File: config.mk
export PLATFORM = sky130hd
export DESIGN_NAME = int8_dot_product_requantizer
export DESIGN_NICKNAME = d
export VERILOG_FILES = /design/src/idpr_pkg.sv /design/src/idpr_front.sv /design/src/idpr_queue.sv /design/src/idpr_back.sv /design/src/int8_dot_product_requantizer.sv
export VERILOG_INCLUDE_DIRS = /design/src /design/src/src
export SDC_FILE = /design/constraint.sdc
export NUM_CORES = 2
export LEC_CHECK = 0
export BUFFER_PORTS_ARGS = -buffer_cell sky130_fd_sc_hd__buf_2
export CAP_MARGIN = 25
export CORE_MARGIN = 8
export CORE_UTILIZATION = 65
export CTS_BUF_LIST = sky130_fd_sc_hd__clkbuf_2 sky130_fd_sc_hd__clkbuf_4 sky130_fd_sc_hd__clkbuf_8
export CTS_CLUSTER_DIAMETER = 120
export DETAILED_ROUTE_END_ITERATION = 12
export MAX_ROUTING_LAYER = met4
export PLACE_DENSITY = 0.82
export SLEW_MARGIN = 20
export SYNTH_ARGS = -nofsm -noshare
export SYNTH_HDL_FRONTEND = slang
export SYNTH_HIERARCHICAL = 1
export SYNTH_SLANG_ARGS = --single-unit
File: constraint.sdc
create_clock -name clk -period 18.8 [get_ports clk]
set_clock_uncertainty 0.1 [all_clocks]
set_input_delay 0 -clock clk [delete_from_list [all_inputs] [get_ports clk]]
set_output_delay 0 -clock clk [all_outputs]
set_load 0.01 [all_outputs]
File: src/int8_dot_product_requantizer_macros.svh
// ----------------------------------------------------------------------------
// int8 dot product requantizer assertion macros
// Shared concurrent check helpers, clocked on clk and held off during reset.
// ----------------------------------------------------------------------------
`ifndef INT8_DOT_PRODUCT_REQUANTIZER_MACROS_SVH
`define INT8_DOT_PRODUCT_REQUANTIZER_MACROS_SVH

// same-cycle implication
`define IDPR_ASSERT_NOW(lbl, ante, cons, msg) \
	lbl: assert property (@(posedge clk) disable iff (!arst_n) (ante) |-> (cons)) \
		else $error(msg);

// next-cycle implication
`define IDPR_ASSERT_NEXT(lbl, ante, cons, msg) \
	lbl: assert property (@(posedge clk) disable iff (!arst_n) (ante) |=> (cons)) \
		else $error(msg);

`endif

File: src/idpr_pkg.sv
`timescale 1ns / 1ps
// ----------------------------------------------------------------------------
// idpr_pkg
// Types and fixed constants of the int8 dot product requantizer.
// ----------------------------------------------------------------------------
package idpr_pkg;

	// configuration register indexes
	typedef enum logic [2:0] {
		REG_INPUT_ZERO   = 3'd0,
		REG_OUTPUT_ZERO  = 3'd1,
		REG_SCALE_MULT   = 3'd2,
		REG_BIAS_ENABLE  = 3'd3,
		REG_RELU_ENABLE  = 3'd4
	} reg_index_t;

	typedef struct packed {
		logic signed [7:0]  input_zero;
		logic signed [7:0]  output_zero;
		logic signed [31:0] scale_multiplier;
		logic               bias_enable;
		logic               relu_enable;
	} cfg_regs_t;

	// requantizer sequencer
	typedef enum logic [2:0] {
		ST_IDLE,
		ST_COMP,
		ST_BIAS,
		ST_MUL,
		ST_ROUND,
		ST_EMIT
	} back_state_t;

	localparam int BIAS_BITS   = 32;
	localparam int SCALE_BITS  = 32;
	localparam int Q_SHIFT     = 15;
	localparam int SCALED_BITS = 32;
	// product bits needed up to the top of the kept scaled word
	localparam int PROD_BITS   = Q_SHIFT + SCALED_BITS;
	localparam int CHUNK_BITS  = 16;
	localparam int PP_BITS     = CHUNK_BITS + 1 + SCALE_BITS;

	localparam logic [PROD_BITS-1:0] ROUND_HALF = PROD_BITS'(16'h4000);
	localparam logic signed [7:0]    OUT_MAX    = 8'sd127;
	localparam logic signed [7:0]    OUT_MIN    = -8'sd128;

	localparam logic signed [31:0]   SCALE_RESET = 32'sd32768;

	localparam int Q_DEPTH    = 2;
	localparam int Q_PTR_BITS = 1;
	localparam int Q_CNT_BITS = 2;

endpackage

File: src/idpr_front.sv
`timescale 1ns / 1ps
// ----------------------------------------------------------------------------
// idpr_front
// Multiply-accumulate front end: sums products and weights, hands each
// finished dot product to the queue on the last word.
// ----------------------------------------------------------------------------
module idpr_front #(
	parameter int ACC_BITS = 32
) (
	input  logic                             clk,
	input  logic                             arst_n,
	input  logic                             in_valid,
	output logic                             in_ready,
	input  logic signed [7:0]                weight_value,
	input  logic signed [7:0]                activation_value,
	input  logic signed [31:0]               bias_value,
	input  logic                             is_last,
	input  logic                             q_full,
	output logic                             q_push,
	output logic [2*ACC_BITS+31:0]           q_data
);

	logic [ACC_BITS-1:0] product_sum_q;
	logic [ACC_BITS-1:0] weight_total_q;
	logic [ACC_BITS-1:0] product_sum_nxt;
	logic [ACC_BITS-1:0] weight_total_nxt;
	logic signed [15:0]  mac_product;
	logic                in_fire;

	assign mac_product      = weight_value * activation_value;
	assign product_sum_nxt  = product_sum_q + ACC_BITS'(mac_product);
	assign weight_total_nxt = weight_total_q + ACC_BITS'(weight_value);

	assign in_ready = !q_full;
	assign in_fire  = in_valid && in_ready;
	assign q_push   = in_fire && is_last;
	assign q_data   = {product_sum_nxt, weight_total_nxt, bias_value};

	always_ff @(posedge clk or negedge arst_n) begin
		if (!arst_n) begin
			product_sum_q  <= '0;
			weight_total_q <= '0;
		end else if (in_fire) begin
			if (is_last) begin
				product_sum_q  <= '0;
				weight_total_q <= '0;
			end else begin
				product_sum_q  <= product_sum_nxt;
				weight_total_q <= weight_total_nxt;
			end
		end
	end

endmodule

File: src/idpr_queue.sv
`timescale 1ns / 1ps
// ----------------------------------------------------------------------------
// idpr_queue
// Two-entry queue of finished sums between the front and the requantizer.
// ----------------------------------------------------------------------------
module idpr_queue
	import idpr_pkg::*;
#(
	parameter int WIDTH = 96
) (
	input  logic                  clk,
	input  logic                  arst_n,
	input  logic                  push,
	input  logic [WIDTH-1:0]      push_data,
	output logic                  full,
	input  logic                  pop,
	output logic [WIDTH-1:0]      pop_data,
	output logic                  not_empty,
	output logic [Q_CNT_BITS-1:0] count
);

	logic [WIDTH-1:0]      slot_q [Q_DEPTH];
	logic [Q_PTR_BITS-1:0] wr_ptr_q;
	logic [Q_PTR_BITS-1:0] rd_ptr_q;
	logic [Q_CNT_BITS-1:0] count_q;
	logic                  do_push;
	logic                  do_pop;

	assign full      = (count_q == Q_CNT_BITS'(Q_DEPTH));
	assign not_empty = (count_q != '0);
	assign count     = count_q;
	assign do_push   = push && !full;
	assign do_pop    = pop && not_empty;
	assign pop_data  = slot_q[rd_ptr_q];

	always_ff @(posedge clk or negedge arst_n) begin
		if (!arst_n) begin
			wr_ptr_q <= '0;
			rd_ptr_q <= '0;
			count_q  <= '0;
		end else begin
			if (do_push)
				wr_ptr_q <= wr_ptr_q + 1'b1;
			if (do_pop)
				rd_ptr_q <= rd_ptr_q + 1'b1;
			if (do_push && !do_pop)
				count_q <= count_q + 1'b1;
			else if (do_pop && !do_push)
				count_q <= count_q - 1'b1;
		end
	end

	always_ff @(posedge clk) begin
		if (do_push)
			slot_q[wr_ptr_q] <= push_data;
	end

endmodule

File: src/idpr_back.sv
`timescale 1ns / 1ps
// ----------------------------------------------------------------------------
// idpr_back
// Requantizer: zero-point compensation, bias, Q15 scaling by 16-bit
// partial products, ReLU, output offset and int8 saturation.
// ----------------------------------------------------------------------------
module idpr_back
	import idpr_pkg::*;
#(
	parameter int ACC_BITS = 32
) (
	input  logic                    clk,
	input  logic                    arst_n,
	input  cfg_regs_t               cfg,
	input  logic                    q_not_empty,
	input  logic [2*ACC_BITS+31:0]  q_data,
	output logic                    q_pop,
	output logic                    out_valid,
	input  logic                    out_ready,
	output logic signed [7:0]       result_value
);

	localparam int NCHUNK   = (ACC_BITS + CHUNK_BITS - 1) / CHUNK_BITS;
	localparam int EXT_BITS = NCHUNK * CHUNK_BITS;
	localparam int CNT_BITS = $clog2(NCHUNK);

	back_state_t state_q, state_nxt;

	logic [ACC_BITS-1:0]        ps_q;
	logic [ACC_BITS-1:0]        wt_q;
	logic signed [BIAS_BITS-1:0] bias_q;
	logic [ACC_BITS-1:0]        acc_q;
	logic [EXT_BITS-1:0]        sh_q;
	logic [CNT_BITS-1:0]        cnt_q;
	logic [PROD_BITS-1:0]       prod_q;
	logic signed [SCALED_BITS-1:0] scaled_q;
	logic                       out_valid_q;
	logic signed [7:0]          result_q;

	logic signed [ACC_BITS+7:0] comp_full;
	logic [ACC_BITS-1:0]        acc_biased;
	logic [CHUNK_BITS-1:0]      chunk;
	logic signed [CHUNK_BITS:0] chunk_s;
	logic signed [PP_BITS-1:0]  pp;
	logic [PROD_BITS-1:0]       prod_round;
	logic signed [SCALED_BITS-1:0] relu_val;
	logic signed [SCALED_BITS:0]   offset_val;
	logic signed [7:0]          sat_val;
	logic                       last_chunk;
	logic                       emit_ok;

	assign comp_full  = $signed(wt_q) * cfg.input_zero;
	assign acc_biased = cfg.bias_enable ? acc_q + ACC_BITS'(bias_q) : acc_q;

	// top chunk carries the sign, lower chunks are unsigned
	assign chunk      = sh_q[EXT_BITS-1 -: CHUNK_BITS];
	assign chunk_s    = {(cnt_q == '0) ? chunk[CHUNK_BITS-1] : 1'b0, chunk};
	assign pp         = chunk_s * cfg.scale_multiplier;
	assign last_chunk = (cnt_q == CNT_BITS'(NCHUNK - 1));

	assign prod_round = prod_q + ROUND_HALF;

	assign relu_val   = (cfg.relu_enable && scaled_q[SCALED_BITS-1]) ? '0 : scaled_q;
	assign offset_val = (SCALED_BITS+1)'(relu_val) + (SCALED_BITS+1)'(cfg.output_zero);

	always_comb begin
		if (offset_val > (SCALED_BITS+1)'(OUT_MAX))
			sat_val = OUT_MAX;
		else if (offset_val < (SCALED_BITS+1)'(OUT_MIN))
			sat_val = OUT_MIN;
		else
			sat_val = offset_val[7:0];
	end

	assign emit_ok = !out_valid_q || out_ready;

	always_ff @(posedge clk or negedge arst_n) begin
		if (!arst_n)
			state_q <= ST_IDLE;
		else
			state_q <= state_nxt;
	end

	always_comb begin
		state_nxt = state_q;
		q_pop     = 1'b0;
		unique case (state_q)
			ST_IDLE: begin
				if (q_not_empty) begin
					q_pop     = 1'b1;
					state_nxt = ST_COMP;
				end
			end
			ST_COMP:  state_nxt = ST_BIAS;
			ST_BIAS:  state_nxt = ST_MUL;
			ST_MUL: begin
				if (last_chunk)
					state_nxt = ST_ROUND;
			end
			ST_ROUND: state_nxt = ST_EMIT;
			ST_EMIT: begin
				if (emit_ok)
					state_nxt = ST_IDLE;
			end
			default:  state_nxt = ST_IDLE;
		endcase
	end

	always_ff @(posedge clk) begin
		case (state_q)
			ST_IDLE: begin
				ps_q   <= q_data[2*ACC_BITS+31 -: ACC_BITS];
				wt_q   <= q_data[ACC_BITS+31 -: ACC_BITS];
				bias_q <= q_data[BIAS_BITS-1:0];
			end
			ST_COMP: acc_q <= ps_q - comp_full[ACC_BITS-1:0];
			ST_BIAS: begin
				sh_q   <= EXT_BITS'($signed(acc_biased));
				prod_q <= '0;
				cnt_q  <= '0;
			end
			ST_MUL: begin
				// high chunk first, Horner style
				prod_q <= (prod_q << CHUNK_BITS) + pp[PROD_BITS-1:0];
				sh_q   <= sh_q << CHUNK_BITS;
				cnt_q  <= cnt_q + 1'b1;
			end
			ST_ROUND: scaled_q <= prod_round[PROD_BITS-1 -: SCALED_BITS];
			default: ;
		endcase
	end

	always_ff @(posedge clk or negedge arst_n) begin
		if (!arst_n)
			out_valid_q <= 1'b0;
		else if (state_q == ST_EMIT && emit_ok)
			out_valid_q <= 1'b1;
		else if (out_ready)
			out_valid_q <= 1'b0;
	end

	always_ff @(posedge clk) begin
		if (state_q == ST_EMIT && emit_ok)
			result_q <= sat_val;
	end

	assign out_valid    = out_valid_q;
	assign result_value = result_q;

endmodule

File: src/int8_dot_product_requantizer.sv
`timescale 1ns / 1ps
// ----------------------------------------------------------------------------
// int8_dot_product_requantizer
// int8 multiply-accumulate with zero-point compensation, bias and Q15
// requantization to saturated int8.
// ----------------------------------------------------------------------------
//  channel  | handshake            | word
//  ---------+----------------------+------------------------------------------
//  in       | in_valid / in_ready  | weight, activation, bias, is_last
//  out      | out_valid / out_ready| result_value, one per last word
//  cfg      | cfg_valid / cfg_ready| cfg_index, cfg_data (cfg_ready always 1)
//
// the front takes one word per cycle while the two-entry queue has room
// the requantizer runs each sum through comp, bias, a 17 x 32 partial-product
// multiplier loop, round and emit, and pops the next sum only when idle; a
// held result in the output register stalls it, and the front once the queue
// fills; reset clears the sums, queue, sequencer and registers to defaults
module int8_dot_product_requantizer
	import idpr_pkg::*;
#(
	parameter int ACC_BITS = 32
) (
	input  logic               clk,
	input  logic               arst_n,
	input  logic               in_valid,
	output logic               in_ready,
	input  logic signed [7:0]  weight_value,
	input  logic signed [7:0]  activation_value,
	input  logic signed [31:0] bias_value,
	input  logic               is_last,
	output logic               out_valid,
	input  logic               out_ready,
	output logic signed [7:0]  result_value,
	input  logic               cfg_valid,
	output logic               cfg_ready,
	input  logic [2:0]         cfg_index,
	input  logic [31:0]        cfg_data
);

	localparam int Q_WIDTH = 2 * ACC_BITS + BIAS_BITS;

	cfg_regs_t               cfg_q;
	logic                    q_push;
	logic [Q_WIDTH-1:0]      q_push_data;
	logic                    q_full;
	logic                    q_pop;
	logic [Q_WIDTH-1:0]      q_pop_data;
	logic                    q_not_empty;
	logic [Q_CNT_BITS-1:0]   q_count;

	assign cfg_ready = 1'b1;

	always_ff @(posedge clk or negedge arst_n) begin
		if (!arst_n) begin
			cfg_q.input_zero       <= '0;
			cfg_q.output_zero      <= '0;
			cfg_q.scale_multiplier <= SCALE_RESET;
			cfg_q.bias_enable      <= 1'b0;
			cfg_q.relu_enable      <= 1'b0;
		end else if (cfg_valid && cfg_ready) begin
			unique case (cfg_index)
				REG_INPUT_ZERO:  cfg_q.input_zero       <= cfg_data[7:0];
				REG_OUTPUT_ZERO: cfg_q.output_zero      <= cfg_data[7:0];
				REG_SCALE_MULT:  cfg_q.scale_multiplier <= cfg_data;
				REG_BIAS_ENABLE: cfg_q.bias_enable      <= cfg_data[0];
				REG_RELU_ENABLE: cfg_q.relu_enable      <= cfg_data[0];
				default: ;
			endcase
		end
	end

	idpr_front #(
		.ACC_BITS(ACC_BITS)
	) u_front (
		.clk              (clk),
		.arst_n           (arst_n),
		.in_valid         (in_valid),
		.in_ready         (in_ready),
		.weight_value     (weight_value),
		.activation_value (activation_value),
		.bias_value       (bias_value),
		.is_last          (is_last),
		.q_full           (q_full),
		.q_push           (q_push),
		.q_data           (q_push_data)
	);

	idpr_queue #(
		.WIDTH(Q_WIDTH)
	) u_queue (
		.clk       (clk),
		.arst_n    (arst_n),
		.push      (q_push),
		.push_data (q_push_data),
		.full      (q_full),
		.pop       (q_pop),
		.pop_data  (q_pop_data),
		.not_empty (q_not_empty),
		.count     (q_count)
	);

	idpr_back #(
		.ACC_BITS(ACC_BITS)
	) u_back (
		.clk          (clk),
		.arst_n       (arst_n),
		.cfg          (cfg_q),
		.q_not_empty  (q_not_empty),
		.q_data       (q_pop_data),
		.q_pop        (q_pop),
		.out_valid    (out_valid),
		.out_ready    (out_ready),
		.result_value (result_value)
	);

`include "int8_dot_product_requantizer_macros.svh"

	`IDPR_ASSERT_NOW(a_pop_not_empty, q_pop, q_count != '0, "pop from empty queue")
	`IDPR_ASSERT_NOW(a_count_bound, 1'b1, q_count <= Q_CNT_BITS'(Q_DEPTH), "queue overfilled")
	`IDPR_ASSERT_NOW(a_push_on_last, q_push, in_valid && in_ready && is_last, "stray push")
	`IDPR_ASSERT_NEXT(a_push_counted, q_push && !q_pop, q_count != '0, "push not counted")

endmodule
==> key figures <==
Critical path
  • Setup CP Type: flop to flop
  • Crit-path max FO: 33
  • WP data arrival: between 8000 and 9000 ps
  • CP endpoint kind: flop
  • Reg2reg end: u_back/prod_q[43]
  • Critical-path top delay cell: fa_1
  • CP Launch Type: flop
  • Reg-to-reg slack, setup: 10970 ps
  • Crit-path max cell delay: ~530 ps
  • Critical path's most frequent cell: fa_1
  • Reg2Reg Depth: 25
  • RR Startpoint: u_back/sh_q[31]
  • WP data required: 19120 ps

STA
  • Fin crit period: 7825 ps
  • RSZ-0062 raised after global routing: false
  • Setup tns final: 0 ps
  • Final setup viols: 0
  • Rel. slew slack: 26.86%
  • Worst slew pin tran: 1097 ps
  • Hold Violations, Final: 0
  • Final Max Tran Viols: 0
  • Max frequency: 127.8 MHz
  • Period utilisation layout: about two fifths

Clock tree
  • Root buffer cell: clkbuf_8
  • CTS max path bufs: 3
  • Sink Count: 562
  • CTS buffer count: slightly below 100
  • H-tree depth: 3
  • Clock Pin Slew Worst Setup and Hold Paths: roughly 70 ps
  • Clk_lat worst skew: 780 ps
  • CTS tree: built
  • Post-CTS setup repair buffer count: 0

Drt
  • Detailed-route via count: 40440
  • Total wire length: 143.9 mm
  • Post-route ant nets: 0
  • First DRT Iteration DRCs: about 3300
  • 1st-pass router iterations: 6
  • Routed WL per cell: 20.80 um
  • Vias/cell: 5.843
  • Drc violations: 0

Yosys
  • Top_reg_cell synth: edfxtp_1
  • Number of synthesized flops with an enable pin: 440
  • Async SR Flop Fraction: a little over a fifth
  • Synthesized area: 57420 um^2
  • Sequential area share after synthesis: 28.33%
  • Mean post-synth cell area: ~11 um^2
  • Cells after synthesis: 5447
  • Syn_nets: 6688
  • FF+latch count, synth: 562
  • Yosys warnings: 6
  • Yosys cell types: between 90 and 100

Floorplan
  • DIE WIDTH: 313.2 um
  • DIE HEIGHT: 313.2 um
  • Row cnt: 109
  • DIE AREA: about 98000 um^2
  • Core area: 87970 um^2
  • IO Pins: 100
  • Initial Utilization: 65.28%

Global route
  • Pin count of the biggest net entering global routing: 76
  • Overall Global Routing Usage: 30.36%
  • Vias in the first global route: about 44000
  • Initial antenna violation count: 2
  • Gr ovfl total: 0
  • First-pass GRT wire length: 231.7 mm

Finish
  • Most frequent cells in the layout: 937 x inv_1, 787 x fa_1, 553 x nand2_1
  • Most common cell after layout, fill and taps aside: inv_1
  • Layout net count: 6910
  • Layout fillers: about 6000
  • Area growth syn-to-layout: 9.666%
  • Share of layout cells above drive strength 1: ~9%

Hold path
  • Worst hold start: cfg_data[2]
  • Hold endpoint: cfg_q[36]
  • Worst min path class: input pin to flop
  • Worst Hold Depth: 3

Placed design
  • Port Buf Inserts: 98
  • DP HPWL: 104.0 mm
  • GP Congestion: about 1

Run
  • Max Cap Viol: 0

Run status
  • Status: completed
-- flip-flops by register name (all words and copies together), names as in the netlist --
signal and count:
u_back/acc_q 32, cfg_q 50, u_front/product_sum_q 32, u_back/out_valid 1
u_queue/rd_ptr_q 1, u_back/state_q 3, u_back/bias_q 32, u_back/scaled_q 32
u_back/prod_q 47, u_queue/wr_ptr_q 1, u_back/ps_q 32, u_queue/count 2
u_front/weight_total_q 32, u_back/cnt_q 1, u_back/wt_q 32, u_back/sh_q 32
u_back/result_value 8, u_queue/slot_q 192
-- worst max-delay path, delay by kind of cell, from the launching register on --
kind	cells	cell delay (ps)
adders and majority gates	7	3180
xor gates and xnor gates	1	130
AOI/OAI and AO/OA	8	2260
and+or+nand+nor	4	620
buffers and inverters	5	770
DFF	1	350
-- metrics by stage --
step / utilization (%) / cells / hold WS [ps] / setup slack (ps) / instance area, um^2
finish: 71.59 / 6921 / 58.60 / 10970 / 62970
global route: 71.59 / 6920 / 31.63 / 10700 / 62970
CTS: 71.42 / 6908 / 3.107 / 10770 / 62830
detailed placement: 66.85 / 6551 / -56.48 / 10960 / 58810
global placement: 66.82 / 6550 / -51.18 / 10910 / 58780
floorplan: - / 5447 / -395.6 / 10310 / 57420
-- worst max path at each step --
stage / from / end / cells past startpoint
global route: u_back/sh_q[31] / u_back/prod_q[43] / 25
CTS: u_back/sh_q[25] / u_back/prod_q[43] / 24
finish: u_back/sh_q[31] / u_back/prod_q[43] / 25
global placement: u_back/sh_q[24] / u_back/prod_q[43] / 24
detailed placement: u_back/sh_q[25] / u_back/prod_q[43] / 24
floorplan: u_back/state_q[2] / u_queue/count[1] / 8
-- layer usage --
| metal | vias up | GRT usage, % | share of wire (%) |
|---|---|---|---|
| met5 | - | - | 0 |
| met4 | 0 | 13.35 | 5.0 |
| met3 | 462 | 5.176 | 6.9 |
| met2 | 1659 | 50.73 | 49 |
| met1 | 20280 | 36.37 | 39 |
| li1 | 18040 | - | - |
-- area by class of cell --
type / count / area, um^2 / area share (%)
Inverter: 938 / 3521 / 5.591
Sequential cell: 562 / 16270 / 25.84
Clock buffer: 130 / 1658 / 2.633
Antenna cell: 6 / 15.01 / 0.02384
Multi-Input combinational cell: 3741 / 36690 / 58.26
Tap cell: 1165 / 1458 / 2.315
Timing Repair Buffer: 329 / 2789 / 4.429
Clock inverter: 50 / 575.6 / 0.9140
-- kinds of logic (layout without fill, tap and decap cells) --
kind of cell / Yosys count / after routing / share of synthesized area, %
other: 1 / 7 / 0.006531
multiplexers: 170 / 170 / 3.678
flip-flops: 562 / 562 / 28.33
adder cells (fa/ha/maj): 1152 / 1152 / 35.39
buffers and inverters: 1144 / 1447 / 7.883
AO/OA/AOI/OAI: 678 / 678 / 8.064
AND/OR/NAND/NOR: 1487 / 1487 / 12.79
XOR/XNOR: 253 / 253 / 3.859
-- timing repair --
item	CTS	global route
resized for setup	0	0
hold buffers	177	0
hold endpoints to repair	234	0
-- synth_stat cells (61+ instances only) --
cell type,n,share of area (%)
xor2_1,71,1.1
edfxtp_1,440,23
inv_1,937,6.1
fa_1,787,27
mux2_2,88,1.7
a21oi_1,166,1.4
nand2_1,555,3.6
a21o_1,103,1.3
nor2_1,227,1.5
ha_1,365,8.0
nor2b_1,61,0.66
dfrtp_1,121,5.3
o21ai_0,97,0.85
and2_1,405,4.4
xnor2_1,182,2.8
clkbuf_1,154,1.0
Power is left out: the tool's default activity adds up to more than one toggle a clock period on the data nets, which glitch-free logic cannot reach.
